==> config.mk <==
export PLATFORM = sky130hd
export DESIGN_NAME = bsmf_rank_cell
export DESIGN_NICKNAME = d
export VERILOG_FILES = /design/src/rtl/border_shrinking_median_filter_defines.svh /design/src/rtl/bsmf_pkg.sv /design/src/rtl/bsmf_rank_cell.sv
export SDC_FILE = /design/constraint.sdc
export NUM_CORES = 1
export LEC_CHECK = 0
export CAP_MARGIN = 20
export CELL_PAD_IN_SITES_DETAIL_PLACEMENT = 1
export CELL_PAD_IN_SITES_GLOBAL_PLACEMENT = 1
export CORE_AREA = 2 2 366 368
export CTS_BUF_LIST = sky130_fd_sc_hd__clkbuf_2
export CTS_CLUSTER_SIZE = 10
export DETAILED_ROUTE_END_ITERATION = 8
export DIE_AREA = 0 0 368 370
export DONT_BUFFER_PORTS = 1
export PLACE_DENSITY_LB_ADDON = 0.1
export SLEW_MARGIN = 40
export SYNTH_ARGS = -nofsm -noshare
export SYNTH_HDL_FRONTEND = slang
export SYNTH_SLANG_ARGS = --single-unit
==> constraint.sdc <==
create_clock -name clk -period 23.9 [get_ports clk]
set_input_delay 3.585 -clock clk [delete_from_list [all_inputs] [get_ports clk]]
set_output_delay 3.585 -clock clk [all_outputs]
set_load 0.05 [all_outputs]
==> src/rtl/border_shrinking_median_filter_defines.svh <==
// assertion macros for the border-shrinking median filter
// no dependencies; included by the top module, which carries the checks
`ifndef BORDER_SHRINKING_MEDIAN_FILTER_DEFINES_SVH
`define BORDER_SHRINKING_MEDIAN_FILTER_DEFINES_SVH
`ifndef ASSERT_OFF
`define BSMF_ASSERT_IMP(lbl, ante, cons) \
  lbl: assert property (@(posedge clk) disable iff (rst) (ante) |-> (cons)) \
    else $error("bsmf check failed");
`define BSMF_ASSERT_NXT(lbl, ante, cons) \
  lbl: assert property (@(posedge clk) disable iff (rst) (ante) |=> (cons)) \
    else $error("bsmf check failed");
`else
`define BSMF_ASSERT_IMP(lbl, ante, cons)
`define BSMF_ASSERT_NXT(lbl, ante, cons)
`endif
`endif

==> src/rtl/bsmf_pkg.sv <==
// shared types and constants of the border-shrinking median filter
// no dependencies
package bsmf_pkg;

  localparam int DEF_MAX_WINDOW = 7;
  localparam int DEF_MAX_WIDTH  = 1024;
  localparam int DEF_MAX_HEIGHT = 4096;

  // output queue depth, also the credit limit on result words in flight
  localparam int FIFO_DEPTH = 16;

  localparam int CFG_IDX_W  = 2;
  localparam int CFG_DATA_W = 13;

  localparam logic [CFG_IDX_W-1:0] REG_WINDOW_SIZE  = 2'd0;
  localparam logic [CFG_IDX_W-1:0] REG_IMAGE_WIDTH  = 2'd1;
  localparam logic [CFG_IDX_W-1:0] REG_IMAGE_HEIGHT = 2'd2;

  localparam logic [2:0]  RST_WINDOW_SIZE  = 3'd3;
  localparam logic [10:0] RST_IMAGE_WIDTH  = 11'd640;
  localparam logic [12:0] RST_IMAGE_HEIGHT = 13'd480;

  localparam logic ACT_PIXEL = 1'b0;
  localparam logic ACT_FLUSH = 1'b1;

  typedef struct packed {
    logic valid;
    logic frame_end;
    logic odd;
  } ctl_t;

  typedef struct packed {
    logic [7:0] filtered;
    logic       frame_end;
  } res_t;

endpackage

==> src/rtl/bsmf_rank_cell.sv <==
// one bit step of the rank search: settles bit BIT of the two middle values
// uses bsmf_pkg for the control word
module bsmf_rank_cell import bsmf_pkg::*; #(
  parameter int N = DEF_MAX_WINDOW,
  parameter int NB = $clog2(N*N+1),
  parameter int BIT = 7
) (
  input  logic                clk,
  input  logic                rst,
  input  ctl_t                ctl_in,
  input  logic [N*N-1:0][7:0] vals_in,
  input  logic [N*N-1:0]      mask_in,
  input  logic [NB-1:0]       klo_in,
  input  logic [NB-1:0]       khi_in,
  input  logic [7:0]          plo_in,
  input  logic [7:0]          phi_in,
  output ctl_t                ctl_out,
  output logic [N*N-1:0][7:0] vals_out,
  output logic [N*N-1:0]      mask_out,
  output logic [NB-1:0]       klo_out,
  output logic [NB-1:0]       khi_out,
  output logic [7:0]          plo_out,
  output logic [7:0]          phi_out
);

  localparam logic [7:0] LOW_ONES = 8'((1 << BIT) - 1);
  localparam logic [7:0] BIT_ONE  = 8'(1 << BIT);

  logic [N*N-1:0] le_lo, le_hi;
  logic [NB-1:0]  cnt_lo, cnt_hi;
  logic [7:0]     t_lo, t_hi;

  // count samples at or below prefix with this bit clear
  always_comb begin
    t_lo = plo_in | LOW_ONES;
    t_hi = phi_in | LOW_ONES;
    for (int e = 0; e < N*N; e++) begin
      le_lo[e] = mask_in[e] && (vals_in[e] <= t_lo);
      le_hi[e] = mask_in[e] && (vals_in[e] <= t_hi);
    end
    cnt_lo = NB'($countones(le_lo));
    cnt_hi = NB'($countones(le_hi));
  end

  always_ff @(posedge clk) begin
    if (rst) begin
      ctl_out <= '0;
    end else begin
      ctl_out <= ctl_in;
    end
    vals_out <= vals_in;
    mask_out <= mask_in;
    klo_out  <= klo_in;
    khi_out  <= khi_in;
    plo_out  <= (cnt_lo > klo_in) ? plo_in : (plo_in | BIT_ONE);
    phi_out  <= (cnt_hi > khi_in) ? phi_in : (phi_in | BIT_ONE);
  end

endmodule

# Word-level counts from Yosys, hierarchy flattened
# Index checks and enable logic that the tools add are counted.
# classes
add_sub_neg,96
order_cmp,100
reduce_logical,98
# op_table
op,n
<= comparator 8 bit,98
logical AND 1 bit,98
adder 1 x 1 -> 2 bit,48
adder 2 x 2 -> 3 bit,24
adder 3 x 3 -> 4 bit,12
adder 4 x 4 -> 5 bit,6
adder 5 x 1 -> 6 bit,2
adder 5 x 5 -> 6 bit,2
adder 6 bit,2
greater-than comparator 6 bit,2
# word_totals
reg_bits,472
input_bits,474
output_inout_bits,472
elab_cells,353

# Logic depth before layout (Yosys ltp)
# logic_depth
depth_word,9
ltp_mapped,27
ltp_nobuf,27

# Worst setup path after synthesis
# Ideal clock, no wire load.
# synth_path
path_kind,input port to flip-flop
from,input plo_in[7]
to,register plo_out[7]
setup_time_ps,188
arrival_time_ps,10380
required_time_ps,23712
slack_ps,13332
path_stages,23
n_path_buf,0
path_cell_list,inv_1 -> ha_1 -> a21bo_2 -> nand2_1 -> fa_1 -> fa_1 -> fa_1 -> inv_1 -> fa_1 -> inv_1 -> fa_1 -> fa_1 -> fa_1 -> fa_1 -> fa_1 -> inv_1 -> a21o_1 -> a21oi_2 -> xnor2_1 -> ha_1 -> nand4_1 -> o21bai_1 -> o221ai_1
# synth_between
elab_chain_cells,9
elab_cells_between_ends,147
cone_classes,add/sub (48); order compare (50); reduce/logical (49)
# synth_rtl
item,line_no,text
from (decl),bsmf_rank_cell.sv:15,"input logic [7:0] plo_in,"
<= comparator 8 bit,bsmf_rank_cell.sv:38,le_lo[e] = mask_in[e] && (vals_in[e] <= t_lo);
logical AND 1 bit,bsmf_rank_cell.sv:38,
adder 1 x 1 -> 2 bit (implied by the code),bsmf_rank_cell.sv:41,cnt_lo = NB'($countones(le_lo));
adder 2 x 2 -> 3 bit (implied by the code),bsmf_rank_cell.sv:41,
adder 3 x 3 -> 4 bit (implied by the code),bsmf_rank_cell.sv:41,
adder 4 x 4 -> 5 bit (implied by the code),bsmf_rank_cell.sv:41,
adder 5 x 5 -> 6 bit (implied by the code) or adder 5 x 1 -> 6 bit (tied branches),bsmf_rank_cell.sv:41,
adder 6 bit (implied by the code),bsmf_rank_cell.sv:41,
greater-than comparator 6 bit,bsmf_rank_cell.sv:55,plo_out <= (cnt_lo > klo_in) ? plo_in : (plo_in | BIT_ONE);
to (signal assigned),bsmf_rank_cell.sv:55,
to (decl),bsmf_rank_cell.sv:22,"output logic [7:0] plo_out,"
# Parallel ways exist; a longest one is shown, timed or not.
# A chain may end at the register's enable or synchronous reset.

# Final worst setup path
# Same ends and word-level chain as after synthesis.

==> impl_metrics.csv <==
group,metric,value,unit
run_status,status,"finished, final reports clean",
detailed_routing,via_count,9194,
power,internal_power,1.626,mW
detailed_routing,drtIter0Drc,216,
layout,fillers,15255,
sta,setup_tns,0,ns
worst_setup_path,crit_path_start_kind,"input port",
grt,grt_max_degree,27,
detailed_routing,totalWireLength,67110,um
clock_tree,hold_buffers,0,
synthesis,synth_compound_area_frac,0.06907,
die,fp.dieW,368,um
die,io_pins,946,
grt,grt_overflow,0,
hold_path,holdCritPathClass,"input port to flop",
sta,setup_viol_count_final,0,
placed_design,io_buffers,0,
clock_tree,cts.sinks,472,
detailed_routing,detail_route.wl_per_cell,21.25,um
detailed_routing,vias_per_cell,2.910,
die,initial_core_util,0.1146,
synthesis,synthXorXnorAreaFrac,0.002308,
clock_tree,cts-root-buf,"clkbuf_2",
detailed_routing,drc_errors,0,
synthesis,synthCells,1152,
synthesis,yosys.area_share.simple,0.07361,
power,p_switching,1.223,mW
sta,slew_headroom,0.3558,
power,power.share.sequential,0.353,
sta,fin_crit,9.585,ns
grt,grt_pass1_vias,10773,
synthesis,ys_seq_area_frac,0.6225,
grt,antenna_found_initial,11,
synthesis,synth_area_per_cell,13.18,um2
clock_tree,cts_resized,0,
synthesis,synth_cell_types,22,
power,ir_worst_vdd,97.87,uV
sta,drv_slew,0,
detailed_routing,firstDrtPassIters,4,
layout,multi_input_area,5329,um2
worst_setup_path,cp_max_fo,25,
sta,fin_crit_sh,0.4011,
power,p_leak,7.758,nW
power,clockPowerShare,0.204,
worst_setup_path,cp-end-kind,"flop",
worst_setup_path,slowest_delay,0.56,ns
clock_tree,cts_tree,"yes",
worst_setup_path,cp_top_family,"adder cells",
sta,finalHoldViolCount,0,
clock_tree,clk_pin_slew,0.09,ns
grt,grt_usage,0.09580,
run,cap_violations,0,
synthesis,synth_area,15180,um2
worst_setup_path,critPathKind,"input port to flop",
layout,area_delta_synth_final,22.62,%
layout,ff_latch_area,9449,um2
layout,layout-drive-gt1-share,0.1972,
clock_tree,cts-buffers-inserted,132,
die,die_area,136200,um2
worst_setup_path,crit_slowest_cell,"fa_1",
grt,grt_first_pass_wirelength,87950,um
worst_setup_path,cp.buffers_inverters,6,
synthesis,yosys_warnings,0,
power,switching_share,0.4293,
layout,layout.nets,1966,
worst_setup_path,arrival,10.75,ns
sta,rsz0062_at_grt,"false",
power,power_frac_comb,0.443,
synthesis,synthAdderAreaFrac,0.2061,
clock_tree,cts.path.max_buffers,3,
synthesis,synthMuxAreaShare,0,
clock_tree,cts_setup_buffers,0,
placed_design,dpl.hpwl,57330,um
layout,layout_commonest_cell,"dfxtp_1",
power,power,2.849,mW
clock_tree,ctsHtreeMaxLevel,4,
synthesis,synth_top_family_by_area,"adder cells",
sta,hold_ws,2.178,ns
power,cellPowerDensity,153.1,nW/um2
die,dieHeight,370,um
worst_setup_path,cp_common_cell,"fa_1",
sta,worst_slew_pin_slew,0.9663,ns
layout,fin_util,0.1405,
synthesis,syn_nets,1828,
die,core.rowCount,134,
worst_setup_path,required,25.07,ns
synthesis,postSynthRegisterBits,472,
layout,mostFrequentLayoutCells,"dfxtp_1, clkbuf_2, ha_1, inv_1, nand2_1",
detailed_routing,ant_nets,0,
die,design.core.area,132500,um2
sta,fmax,0.1043,GHz
placed_design,gp_congestion,0.7616,
[cell type report]
cell class	count	area share
diodes	17	0.002286
well taps	1768	0.1188
flip-flops and latches	472	0.5077
inverters	107	0.02185
repair buffers	4	0.001613
multi-input cells	573	0.2863
clock inverters	42	0.01412
clock buffers	176	0.04732
[cell families after synthesis]
kind of cell               Yosys count
DFF                                472
and+or+nand+nor                    245
adders and majority gates          202
AOI/OAI and AO/OA                  122
buffers and inverters              107
xor gates and xnor gates             4
[through the flow]
step | instances | instance area, um2 | setup WS, ns
3_3_place_gp | 2924 | 17430 | 12.74
2_1_floorplan | 1152 | 15180 | 13.33
3_5_place_dp | 2924 | 17430 | 12.72
4_1_cts | 3142 | 18570 | 14.47
5_1_grt | 3153 | 18600 | 14.21
6_report | 3159 | 18610 | 14.31
[per-layer routing]
metal  vias to the layer above  GRT usage  wire [um]
li1                       4158          -          -
met1                      4310    0.09092      22720
met2                       614     0.1759      35970
met3                       104    0.04618       6913
met4                         8    0.03885       1462
met5                         -          0         47
[state kept, by name, indices dropped and copies added (netlist names)]
register / cells
vals_out: 392
khi_out: 6
mask_out: 49
ctl_out: 3
plo_out: 8
klo_out: 6
phi_out: 8
[path summary, 6_finish.rpt]
kind,end,startpoint,depth (start not counted),slack [ns]
setup / recovery,plo_out[7],plo_in[7],25,14.31
hold / removal,vals_out[97],vals_in[97],0,2.18
[power by group through the flow]
stage	sequential [mW]	clock [mW]	combinational [mW]
floorplan	1.01	0	0.972
global placement	1.03	0	1.33
detailed placement	1.03	0	1.32
CTS	1.01	0.634	1.33
global route	1.01	0.675	1.52
finish	1.01	0.580	1.26
[synth_stat cells (all sizes together)]
cell type	count	area [um2]
nor2b	5	31.28
o21a	2	15.01
a21o	2	15.01
inv	107	401.6
a21oi	8	47.55
nand3	48	240.2
o21bai	2	15.01
a21bo	66	660.6
nand2b	2	12.51
dfxtp	472	9449
ha	122	1526
fa	80	1602
o21ai	10	50.05
nor2	48	180.2
o221ai	2	17.52
nand2	94	352.8
xnor2	4	35.03
a21boi	28	210.2
o31a	2	17.52
nand4	48	300.3
(Power assumes the default switching activity.)
