==> src/rtl/border_shrinking_median_filter_defines.svh <==
// assertion macros for the border-shrinking median filter
// no dependencies; included by the top module, which carries the checks
`ifndef BORDER_SHRINKING_MEDIAN_FILTER_DEFINES_SVH
`define BORDER_SHRINKING_MEDIAN_FILTER_DEFINES_SVH
`ifndef ASSERT_OFF
`define BSMF_ASSERT_IMP(lbl, ante, cons) \
  lbl: assert property (@(posedge clk) disable iff (rst) (ante) |-> (cons)) \
    else $error("bsmf check failed");
`define BSMF_ASSERT_NXT(lbl, ante, cons) \
  lbl: assert property (@(posedge clk) disable iff (rst) (ante) |=> (cons)) \
    else $error("bsmf check failed");
`else
`define BSMF_ASSERT_IMP(lbl, ante, cons)
`define BSMF_ASSERT_NXT(lbl, ante, cons)
`endif
`endif

==> src/rtl/bsmf_pkg.sv <==
// shared types and constants of the border-shrinking median filter
// no dependencies
package bsmf_pkg;

  localparam int DEF_MAX_WINDOW = 7;
  localparam int DEF_MAX_WIDTH  = 1024;
  localparam int DEF_MAX_HEIGHT = 4096;

  // output queue depth, also the credit limit on result words in flight
  localparam int FIFO_DEPTH = 16;

  localparam int CFG_IDX_W  = 2;
  localparam int CFG_DATA_W = 13;

  localparam logic [CFG_IDX_W-1:0] REG_WINDOW_SIZE  = 2'd0;
  localparam logic [CFG_IDX_W-1:0] REG_IMAGE_WIDTH  = 2'd1;
  localparam logic [CFG_IDX_W-1:0] REG_IMAGE_HEIGHT = 2'd2;

  localparam logic [2:0]  RST_WINDOW_SIZE  = 3'd3;
  localparam logic [10:0] RST_IMAGE_WIDTH  = 11'd640;
  localparam logic [12:0] RST_IMAGE_HEIGHT = 13'd480;

  localparam logic ACT_PIXEL = 1'b0;
  localparam logic ACT_FLUSH = 1'b1;

  typedef struct packed {
    logic valid;
    logic frame_end;
    logic odd;
  } ctl_t;

  typedef struct packed {
    logic [7:0] filtered;
    logic       frame_end;
  } res_t;

endpackage

==> src/rtl/bsmf_out_fifo.sv <==
// result queue between the rank chain and the output port
// uses bsmf_pkg for the result word and depth
module bsmf_out_fifo import bsmf_pkg::*; (
  input  logic clk,
  input  logic rst,
  input  logic wr_en,
  input  res_t wr_word,
  input  logic rd_en,
  output logic rd_valid,
  output res_t rd_word
);

  localparam int PW = $clog2(FIFO_DEPTH);
  localparam int CNW = $clog2(FIFO_DEPTH + 1);

  res_t           mem [FIFO_DEPTH];
  logic [PW-1:0]  wr_ptr, rd_ptr;
  logic [CNW-1:0] count;

  assign rd_valid = (count != '0);
  assign rd_word  = mem[rd_ptr];

  always_ff @(posedge clk) begin
    if (wr_en) begin
      mem[wr_ptr] <= wr_word;
    end
  end

  always_ff @(posedge clk) begin
    if (rst) begin
      wr_ptr <= '0;
      rd_ptr <= '0;
      count  <= '0;
    end else begin
      if (wr_en) begin
        wr_ptr <= (wr_ptr == PW'(FIFO_DEPTH - 1)) ? '0 : wr_ptr + 1'b1;
      end
      if (rd_en && rd_valid) begin
        rd_ptr <= (rd_ptr == PW'(FIFO_DEPTH - 1)) ? '0 : rd_ptr + 1'b1;
      end
      count <= count + CNW'(wr_en) - CNW'(rd_en && rd_valid);
    end
  end

endmodule

==> config.mk <==
export PLATFORM = sky130hd
export DESIGN_NAME = bsmf_out_fifo
export DESIGN_NICKNAME = d
export VERILOG_FILES = /design/src/rtl/border_shrinking_median_filter_defines.svh /design/src/rtl/bsmf_pkg.sv /design/src/rtl/bsmf_out_fifo.sv
export SDC_FILE = /design/constraint.sdc
export NUM_CORES = 1
export LEC_CHECK = 0
export BUFFER_PORTS_ARGS = -buffer_cell sky130_fd_sc_hd__buf_2
export CAP_MARGIN = 40
export CORE_MARGIN = 5
export CORE_UTILIZATION = 56
export DETAILED_ROUTE_END_ITERATION = 6
export GPL_TIMING_DRIVEN = 0
export PLACE_DENSITY = 0.83
export SYNTH_ARGS = -nofsm -noshare
export SYNTH_HDL_FRONTEND = slang
export SYNTH_SLANG_ARGS = --single-unit
==> constraint.sdc <==
create_clock -name clk -period 8.4 [get_ports clk]
set_clock_uncertainty 0.2 [all_clocks]
set_input_delay 1.26 -clock clk [delete_from_list [all_inputs] [get_ports clk]]
set_output_delay 1.26 -clock clk [all_outputs]
set_load 0.01 [all_outputs]
# Word level (Yosys, flattened, before mapping)
# Memories as Yosys holds them, arrays and structs flattened. A register that Yosys moved wholly into a read port is not among the register bits.
# Index checks and enable logic that the tools add are counted.
word_totals:
  memories: 1
  latch_bits: 0
  mem_bits_ro: 0
  in_bits: 13
  out_inout_bits: 10
  wordCells: 18
  regBits: 13
  mem_bits_rw: 144
mem_list:
  columns: ["name", "words", "word_bits", "read_ports", "rd_ports_with_merged_regs", "wr", "line_no", "source"]
  rows:
  - ["mem", 16, 9, 1, 1, 1, "bsmf_out_fifo.sv:16", "res_t mem [FIFO_DEPTH];"]
op_classes:
  muxes: 6
  order_cmp: 0
  div_mod_pow: 0
  n_shift: 0
  addsub: 4
  mul: 0
  n_reduce_logical: 2
  eq_ne: 2
  bitwise: 0
op_table:
  columns: ["cell", "count"]
  rows:
  - ["4-bit two-way mux", 4]
  - ["4-bit by 1-bit adder with 4-bit output, second input constant", 2]
  - ["4-bit equality test, second input constant", 2]
  - ["5-bit by 1-bit adder with 5-bit output", 1]
  - ["5-bit nonzero test", 1]
  - ["5-bit by 1-bit subtractor with 5-bit output", 1]
  - ["1-bit two-way mux", 2]
  - ["1-bit logical AND", 1]

# Logic depth before layout (Yosys ltp)
# Gate-level depths: netlist (run 1).
depth:
  word_depth: 4
  ltp_mapped: 15
  ltp_nobuf: 14

# Least setup slack after synthesis (run 1)
# OpenSTA, ideal clock, no wires.
synth_path:
  path_type: "input -> register"
  start: "input port rd_en"
  end: "register count[4]"
  n_path_buf: 0
  slack_ns: 5.406
  arrival_time_ns: 2.678
  path_stages: 11
  t_required_ns: 8.083
  setup_ns: 0.117
  cell_sequence: "nand2_1 > inv_1 > ha_1 > inv_1 > ha_1 > inv_1 > fa_1 > nor2b_1 > o21bai_1 > a21oi_1 > nor3b_1"
synth_via:
  elab_chain_cells: 2
synth_lines:
  columns: ["item", "line_no", "source"]
  rows:
  - ["from (decl)", "bsmf_out_fifo.sv:8", "input logic rd_en,"]
  - ["1-bit logical AND", "bsmf_out_fifo.sv:41", "count <= count + CNW'(wr_en) - CNW'(rd_en && rd_valid);"]
  - ["5-bit by 1-bit subtractor with 5-bit output", "bsmf_out_fifo.sv:41", null]
  - ["to (signal assigned)", "bsmf_out_fifo.sv:41", null]
  - ["to (decl)", "bsmf_out_fifo.sv:18", "logic [CNW-1:0] count;"]
# No other way between the ends.
# A chain may end at the register's enable or synchronous reset.

==> parameters.txt, run 1 <==
Parameter                              Value

Run status
  Result of the run    finished clean

Critical path
  Peak per-stage delay on the critical path    540 ps
  Critical path, cell by cell    clkbuf_8 -> clkbuf_1 -> mux4_2 -> a22oi_1 -> nand2_1 -> buf_2
  Data arrival, critical path    2430 ps
  Critical path endpoint category    output pin
  Critical path peak fanout    10
  Standard cell with the maximum stage delay on the critical path    clkbuf_1
  WP buf/inv    3
  Worst Path Class, Setup    reg2out
  CP delay by family, top    buffers and inverters
  Category of the worst setup path launch point    flip-flop
  Data required time of the worst path    ~6900 ps

CTS
  Hold bufs inserted after CTS    0
  Number of setup buffers added after CTS    0
  Clock latency on the worst-skew pair    410 ps
  Total number of clock tree sinks    161
  Worst-path clk slew    60 ps
  Max H-tree Level    4
  Bufs on Longest Clock Path    2
  Clock buffer count from CTS    17
  Library cell used as clock root buffer    clkbuf_16
  Count of cells resized by post-cts repair    0
  CTS tree    done

Synthesis
  Syn_nets    354
  Mapped Area    6430 um2
  Main combinational cell family by area after synthesis    multiplexers
  #FFs+latches synth    161
  Top cell type by total area after synthesis    edfxtp_1
  Post-synthesis xor/xnor area fraction    0.545%
  Multiplexer share of the synthesized area    13.9%
  Top post-synthesis cells by count    144 x edfxtp_1, 20 x mux4_2, 18 x a22oi_1
  Synth top area share    just under 70%
  Synth Area in Adders    2.45%
  Number of different library cells in the post-synthesis netlist    39
  Synth warn    0
  Most frequent cell after synthesis    edfxtp_1
  Gate Count Post-Synth    329
  Sequential-to-total area share from yosys stat    72.5%
  Post-Synth Simple-Gate Area    4.83%
  Main flop type after synthesis    edfxtp_1
  Post-synthesis compound-gate area fraction    3.27%
  Dominant cells by area after synthesis    edfxtp_1 67%, mux4_2 7.0%, mux4_1 6.5%
  Synth Area per Inst    about 20 um2
  Post-synth ARST share    0%
  Number of synthesized flops with an enable pin    ~140

Die
  Die Width    117 um
  Die extent in y    117 um
  Floorplan die area    approximately 14,000 um2
  # rows    39
  I/O pin count    23
  Core Box Area    11,300 um2
  Starting density of the core    56.8%

Routing
  Detailed-route wire length    12.5 mm
  Number of optimization iterations in the first detailed-route pass    4
  Antenna-violating nets left    0
  DRC    0
  Via Count    between 3,000 and 4,000
  Detailed-route wire length per cell    23.8 um
  Via-per-instance ratio    6.03
  DRT iter0 DRCs    365

Run
  MaxCap Viol Count    0

Power
  Leakage power    around 0.0025 uW
  Highest ir drop seen on vdd    204 uV
  Power per unit of standard cell area    ~270 nW/um2

Placed design
  GPL Wtd Cong    between 0.7 and 0.8
  Estimated wirelength of the detail-placed design    7.78 mm
  Port Buffer Count    22
  Worst slack at placement    ~5000 ps

GRT
  GRT Overall Usage    20.2%
  Number of global-route vias before repair    3,307
  Initial antenna violation count    0
  Largest net degree at the start of global routing    17
  Wire length of the first global-routing pass    between 15 and 20 mm
  Remaining Overflow, GRT    0

Timing
  Slew HR    49.3%
  Worst setup slack after layout    4510 ps
  Final max-slew violation count    0
  Count of endpoints failing hold in the final timing report    0
  Setup violators final    0
  Unrepaired setup endpoints after global routing    false
  Hold Worst Slack    between 300 and 400 ps
  Worst slew pin tran    758 ps
  Maximum frequency from static timing analysis    0.257 GHz
  Final period demand of the worst path    3890 ps
  Final critical-path share of the clock period    46.3%
  Setup tns final    0 ps

Final layout
  Number of antenna cells inserted    0
  Area overhead of the layout relative to synthesis    14.0%
  Final nets    395
  Share of final-layout standard cells stronger than drive strength 1    22.2%

Worst hold path
  Hold Crit Class    reg2reg
## per-layer routing
metal / wire (um) / GRT usage [%] / vias to the layer above
met5: 0 / 0 / -
met2: 6420 / 33.5 / 129
li1: - / - / 1410
met4: 131 / 5.96 / 0
met3: 955 / 5.40 / 13
met1: 5020 / 26.5 / 1620
## stage by stage
step,instance area [um2],utilization (%),power [uW],instances
after floorplan,6430,-,1150,329
after detailed placement,6720,59.4,1240,494
after global routing,7330,64.7,2090,526
after CTS,7330,64.7,2020,526
after global placement,6720,59.4,1230,494
final,7330,64.7,2010,526
## layout by cell type (no fill, tap or decap), types with 2 or more instances in the layout
cell	count
a22oi_1	18
xor2_1	3
inv_1	11
nand2_1	15
ha_1	11
clkbuf_16	17
nor2_1	8
edfxtp_1	144
clkinv_4	2
buf_6	3
mux4_1	16
a21oi_1	8
o21ai_0	2
clkbuf_1	2
and2_1	17
buf_2	24
clkinvlp_4	6
bufinv_16	3
mux4_2	20
and3_1	2
inv_6	3
nor2b_1	4
nor3b_1	2
dfxtp_1	17
nand3_1	5
## cells by family after synthesis
| group | count (synthesis) |
|---|---|
| AND/OR/NAND/NOR | 58 |
| AO/OA/AOI/OAI | 31 |
| multiplexers | 38 |
| XOR/XNOR | 4 |
| buffers and inverters | 25 |
| adder cells (fa/ha/maj) | 12 |
| flip-flops | 161 |
## power breakdown
group | switching, uW | internal [uW] | leakage (uW) | total [uW]
combinational | 158 | 156 | 0.000759 | 315
sequential | 12.8 | 895 | 0.00144 | 908
clock | 315 | 470 | 0.000276 | 784
total | 486 | 1520 | 0.00248 | 2010
## sequential cells by signal, indices dropped and copies added (netlist names), named ones only
name    cells
mem       144
count       5
wr_ptr      4
rd_ptr      4
## worst paths after layout
check / from / endpoint / slack, ps / depth (start not counted)
setup / recovery: flip-flop / rd_word[8] / 4510 / 6
hold / removal: rd_ptr[1] / rd_ptr[1] / 310 / 2
setup reg to reg: count[2] / count[4] / 5380 / 15
hold reg to reg: rd_ptr[1] / rd_ptr[1] / 310 / 2
## final cells by class
type,instances,area (um2)
Buffer,14,119
Clock buffer,17,425
Sequential cell,161,4660
Clock inverter,15,183
Fill cell,736,3990
Inverter,11,41.3
Timing Repair Buffer,22,110
Multi-Input combinational cell,143,1610
Tap cell,143,179
## worst register-to-register path, cell delays in order, from the launching register on
cell and delay [ps]:
dfxtp_1 320, inv_1 80, ha_1 130, or4b_1 420, clkbuf_2 150, nand2_1 140, inv_1 70, ha_1 270
inv_1 60, ha_1 160, inv_1 50, fa_1 370, nor2b_1 170, o21bai_1 110, nand3_1 90, nor3b_1 160
Power figures use the tool's default switching activity.
==> inputs of run 2 (changes only) <==
--- a/config.mk
+++ b/config.mk
@@ -5,6 +5,7 @@
 export SDC_FILE = /design/constraint.sdc
 export NUM_CORES = 1
 export LEC_CHECK = 0
+export ABC_AREA = 1
 export BUFFER_PORTS_ARGS = -buffer_cell sky130_fd_sc_hd__buf_2
 export CAP_MARGIN = 40
 export CORE_MARGIN = 5
==> constraint.sdc (replaced) <==
create_clock -name clk -period 3.7 [get_ports clk]
set_clock_uncertainty 0.2 [all_clocks]
set_input_delay 0.555 -clock clk [delete_from_list [all_inputs] [get_ports clk]]
set_output_delay 0.555 -clock clk [all_outputs]
set_load 0.01 [all_outputs]
==> run 2 against run 1 <==
Global-route usage rose by 4.7 points; the flow now finishes with violations (DRC); critical endpoint is now count[4]; sequential share of layout area is 6.2 points lower; critical path type is now reg2reg; synthesized area is 11% higher.
==> parameters.txt, run 2 <==
Parameter                              Value

Synthesis
  #FFs+latches synth    161 (unchanged)
  Synth Area per Inst    10.0 um2 (-49%)
  Number of different library cells in the post-synthesis netlist    20 (-49%)
  Top post-synthesis cells by count    216 x nand2_1, 144 x edfxtp_1, 130 x inv_1
  Most frequent cell after synthesis    nand2_1
  Synth warn    0 (unchanged)
  Dominant cells by area after synthesis    edfxtp_1 61%, nand2_1 11%, nand3_1 7.9%
  Mapped Area    7140 um2 (+11%)
  Synth top area share    60.6% (-6.7 points)
  Main flop type after synthesis    edfxtp_1
  Top cell type by total area after synthesis    edfxtp_1
  Gate Count Post-Synth    711 (+120%)
  Sequential-to-total area share from yosys stat    65.3% (-7.2 points)
  Number of synthesized flops with an enable pin    144 (unchanged)
  Syn_nets    736 (+110%)
  Post-synth ARST share    0% (unchanged)

Critical path
  Worst Path Class, Setup    reg2reg
  Critical path endpoint category    flip-flop
  Reg2reg end    count[4]
  Critical path, cell by cell    inv_1 -> ha_1 -> inv_1 -> nor2_1 -> a21oi_1 -> ha_1 -> inv_1 -> ha_1 -> inv_1 -> fa_1 -> inv_1 -> nand2_1 -> nand2_1 -> a21oi_1 -> nand2_1 -> nand2_1 -> nor2_1
  Most common cell type on the critical path    inv_1
  WP buf/inv    5 (+2)
  Critical path peak fanout    5 (-5)
  Reg2Reg Depth    17 (+2)
  Data arrival, critical path    2910 ps (+480 ps)
  Peak per-stage delay on the critical path    400 ps (-140 ps)
  Standard cell with the maximum stage delay on the critical path    fa_1
  CP delay by family, top    adder cells
  Worst-case register-to-register setup slack    950 ps (-4430 ps)
  R2R Path Start    count[2]
  Data required time of the worst path    3860 ps (-3080 ps)
  Critical Path Stages    17 (+11)
  Category of the worst setup path launch point    flip-flop

GRT
  GRT Overall Usage    24.9% (+4.7 points)
  Largest net degree at the start of global routing    17 (unchanged)
  Initial antenna violation count    0 (unchanged)
  Remaining Overflow, GRT    0 (unchanged)
  Number of global-route vias before repair    5,207 (+57%)
  Wire length of the first global-routing pass    27.3 mm (+40%)

Run status
  Violated checks    DRC
  Result of the run    complete, but fails checks

Timing
  Final critical-path share of the clock period    between 70% and 80%
  Setup violators final    0 (unchanged)
  Count of endpoints failing hold in the final timing report    0 (unchanged)
  Setup tns final    0 ps (unchanged)
  Maximum frequency from static timing analysis    0.364 GHz
  Final period demand of the worst path    2750 ps
  Unrepaired setup endpoints after global routing    false
  Worst slew pin tran    956 ps (+198 ps)
  Final max-slew violation count    0 (unchanged)
  Slew HR    36.0% (-13 points)

CTS
  Library cell used as clock root buffer    clkbuf_16
  CTS tree    done
  Count of cells resized by post-cts repair    0 (unchanged)
  Number of setup buffers added after CTS    0 (unchanged)
  Max H-tree Level    4 (unchanged)
  Bufs on Longest Clock Path    2 (unchanged)
  Hold bufs inserted after CTS    0 (unchanged)
  Clock latency on the worst-skew pair    420 ps (about the same)
  Worst-path clk slew    60 ps (about the same)
  Total number of clock tree sinks    161 (unchanged)
  Clock buffer count from CTS    17 (unchanged)

Worst hold path
  Hold Crit Class    in2reg
  Start point of the worst hold path    rst
  Hold Path Cell Cnt    2 (unchanged)
  Worst Hold End    count[0]

Final layout
  Top register by number of flip-flops    mem
  Max reg flops    144 (unchanged)
  Number of antenna cells inserted    0 (unchanged)
  Fill cell instance count of the final layout    883 (+20%)
  Count of non-filler cells in the finished layout    941 (+79%)
  Final nets    781 (+98%)
  Multi-input combinational cell area    1750 um2 (+9.0%)
  Most common cell after layout, fill and taps aside    nand2_1
  Area overhead of the layout relative to synthesis    13.7%
  Register area    4660 um2 (unchanged)
  Commonest cells after routing, fill and taps aside    216 x nand2_1, 144 x edfxtp_1, 130 x inv_1
  Leading registers by flop count    mem (144), count (5)
  Share of final-layout standard cells stronger than drive strength 1    11.3% (-11 points)

Die
  I/O pin count    23 (unchanged)
  Die Width    123 um (+4.9%)
  # rows    41 (+5.1%)
  Core Box Area    12,600 um2 (+11%)
  Die extent in y    123 um (+4.9%)
  Starting density of the core    56.8% (about the same)
  Floorplan die area    15,100 um2 (+10%)

Routing
  DRT iter0 DRCs    866 (+140%)
  Via Count    5,326 (+68%)
  Detailed-route wire length    17.9 mm (+43%)
  Detailed-route wire length per cell    19.1 um (-20%)
  Number of optimization iterations in the first detailed-route pass    7 (+3)
  DRC    2 (+2)
  Antenna-violating nets left    0 (unchanged)
  Via-per-instance ratio    5.66 (-6.1%)

Placed design
  Port Buffer Count    22 (unchanged)
  Placed Instances    906 (+83%)
  GPL Wtd Cong    0.964 (+27%)
  Estimated wirelength of the detail-placed design    11.4 mm (+46%)

Power
  Highest ir drop seen on vdd    367 uV (+80%)
  Power per unit of standard cell area    624 nW/um2 (+130%)
  Leakage power    0.00358 uW (+44%)

Run
  MaxCap Viol Count    0 (unchanged)
==> run 2: cell types whose count changed after synthesis, moves of 4 or more <==
| cell | previous run | this run |
|---|---|---|
| buf_2 | 2 | 8 |
| a22oi_1 | 18 | 0 |
| buf_6 | 3 | 8 |
| nand2_1 | 15 | 216 |
| mux4_1 | 16 | 0 |
| and2_1 | 17 | 0 |
| buf_4 | 1 | 11 |
| nor2b_1 | 4 | 0 |
| mux4_2 | 20 | 0 |
| nand3_1 | 5 | 112 |
| nor2_1 | 8 | 29 |
| inv_1 | 11 | 130 |
==> run 2: final cells by class <==
type / instances / area share, %
multi-input cells: 389 / 21.6
inverters: 134 / 6.29
clock inverters: 5 / 0.370
flip-flops and latches: 161 / 57.5
well taps: 172 / 2.65
plain buffers: 27 / 2.62
clock buffers: 27 / 7.37
repair buffers: 26 / 1.70
==> run 2: cell families (layout without fill, tap and decap cells) <==
kind of cell,count (synthesis),after routing,synth area share [%]
compound gates,14,14,0.982
xor+xnor,3,3,0.368
fa+ha+maj,12,12,2.21
buf+inv,161,219,10.1
flops,161,161,65.3
simple gates,360,360,21.0
==> run 2: routing by layer <==
metal / GRT usage, % / share of wire (%)
met2: 38.8 / 47
met3: 6.40 / 12
met5: 0 / 0
met4: 14.6 / 4.9
met1: 31.5 / 36
==> run 2: worst max path at each step <==
stage | startpoint | endpoint | slack, ps
6_report | count[2] | count[4] | 950
4_1_cts | count[2] | count[4] | 940
2_1_floorplan | count[2] | count[4] | 1290
3_5_place_dp | count[2] | count[4] | 980
5_1_grt | count[2] | count[4] | 640
3_3_place_gp | wr_en | mem[7][0] | 1080
==> run 2: power breakdown <==
| part | leakage [uW] | switching [uW] | total (uW) | internal (uW) |
|---|---|---|---|---|
| combinational | 0.00182 | 808 | 1210 | 400 |
| clock | 0.000316 | 683 | 1790 | 1110 |
| sequential | 0.00144 | 34.4 | 2070 | 2040 |
==> run 2: stage by stage <==
step	power [uW]	hold slack (ps)	util (%)	area, um2	setup slack [ps]
final	5070	158	64.6	8120	950
after global routing	5250	155	64.6	8120	644
after CTS	5050	147	64.4	8100	944
after detailed placement	3270	339	59.4	7470	977
after global placement	3210	301	59.4	7460	1080
after floorplan	2870	277	-	7140	1290
==> run 2: worst register-to-register path: cells and delay by family, from the launching register on <==
kind | cells | cell delay [ps]
compound gates | 2 | 400
fa+ha+maj | 4 | 1060
buf+inv | 5 | 300
flops | 1 | 340
simple gates | 6 | 380
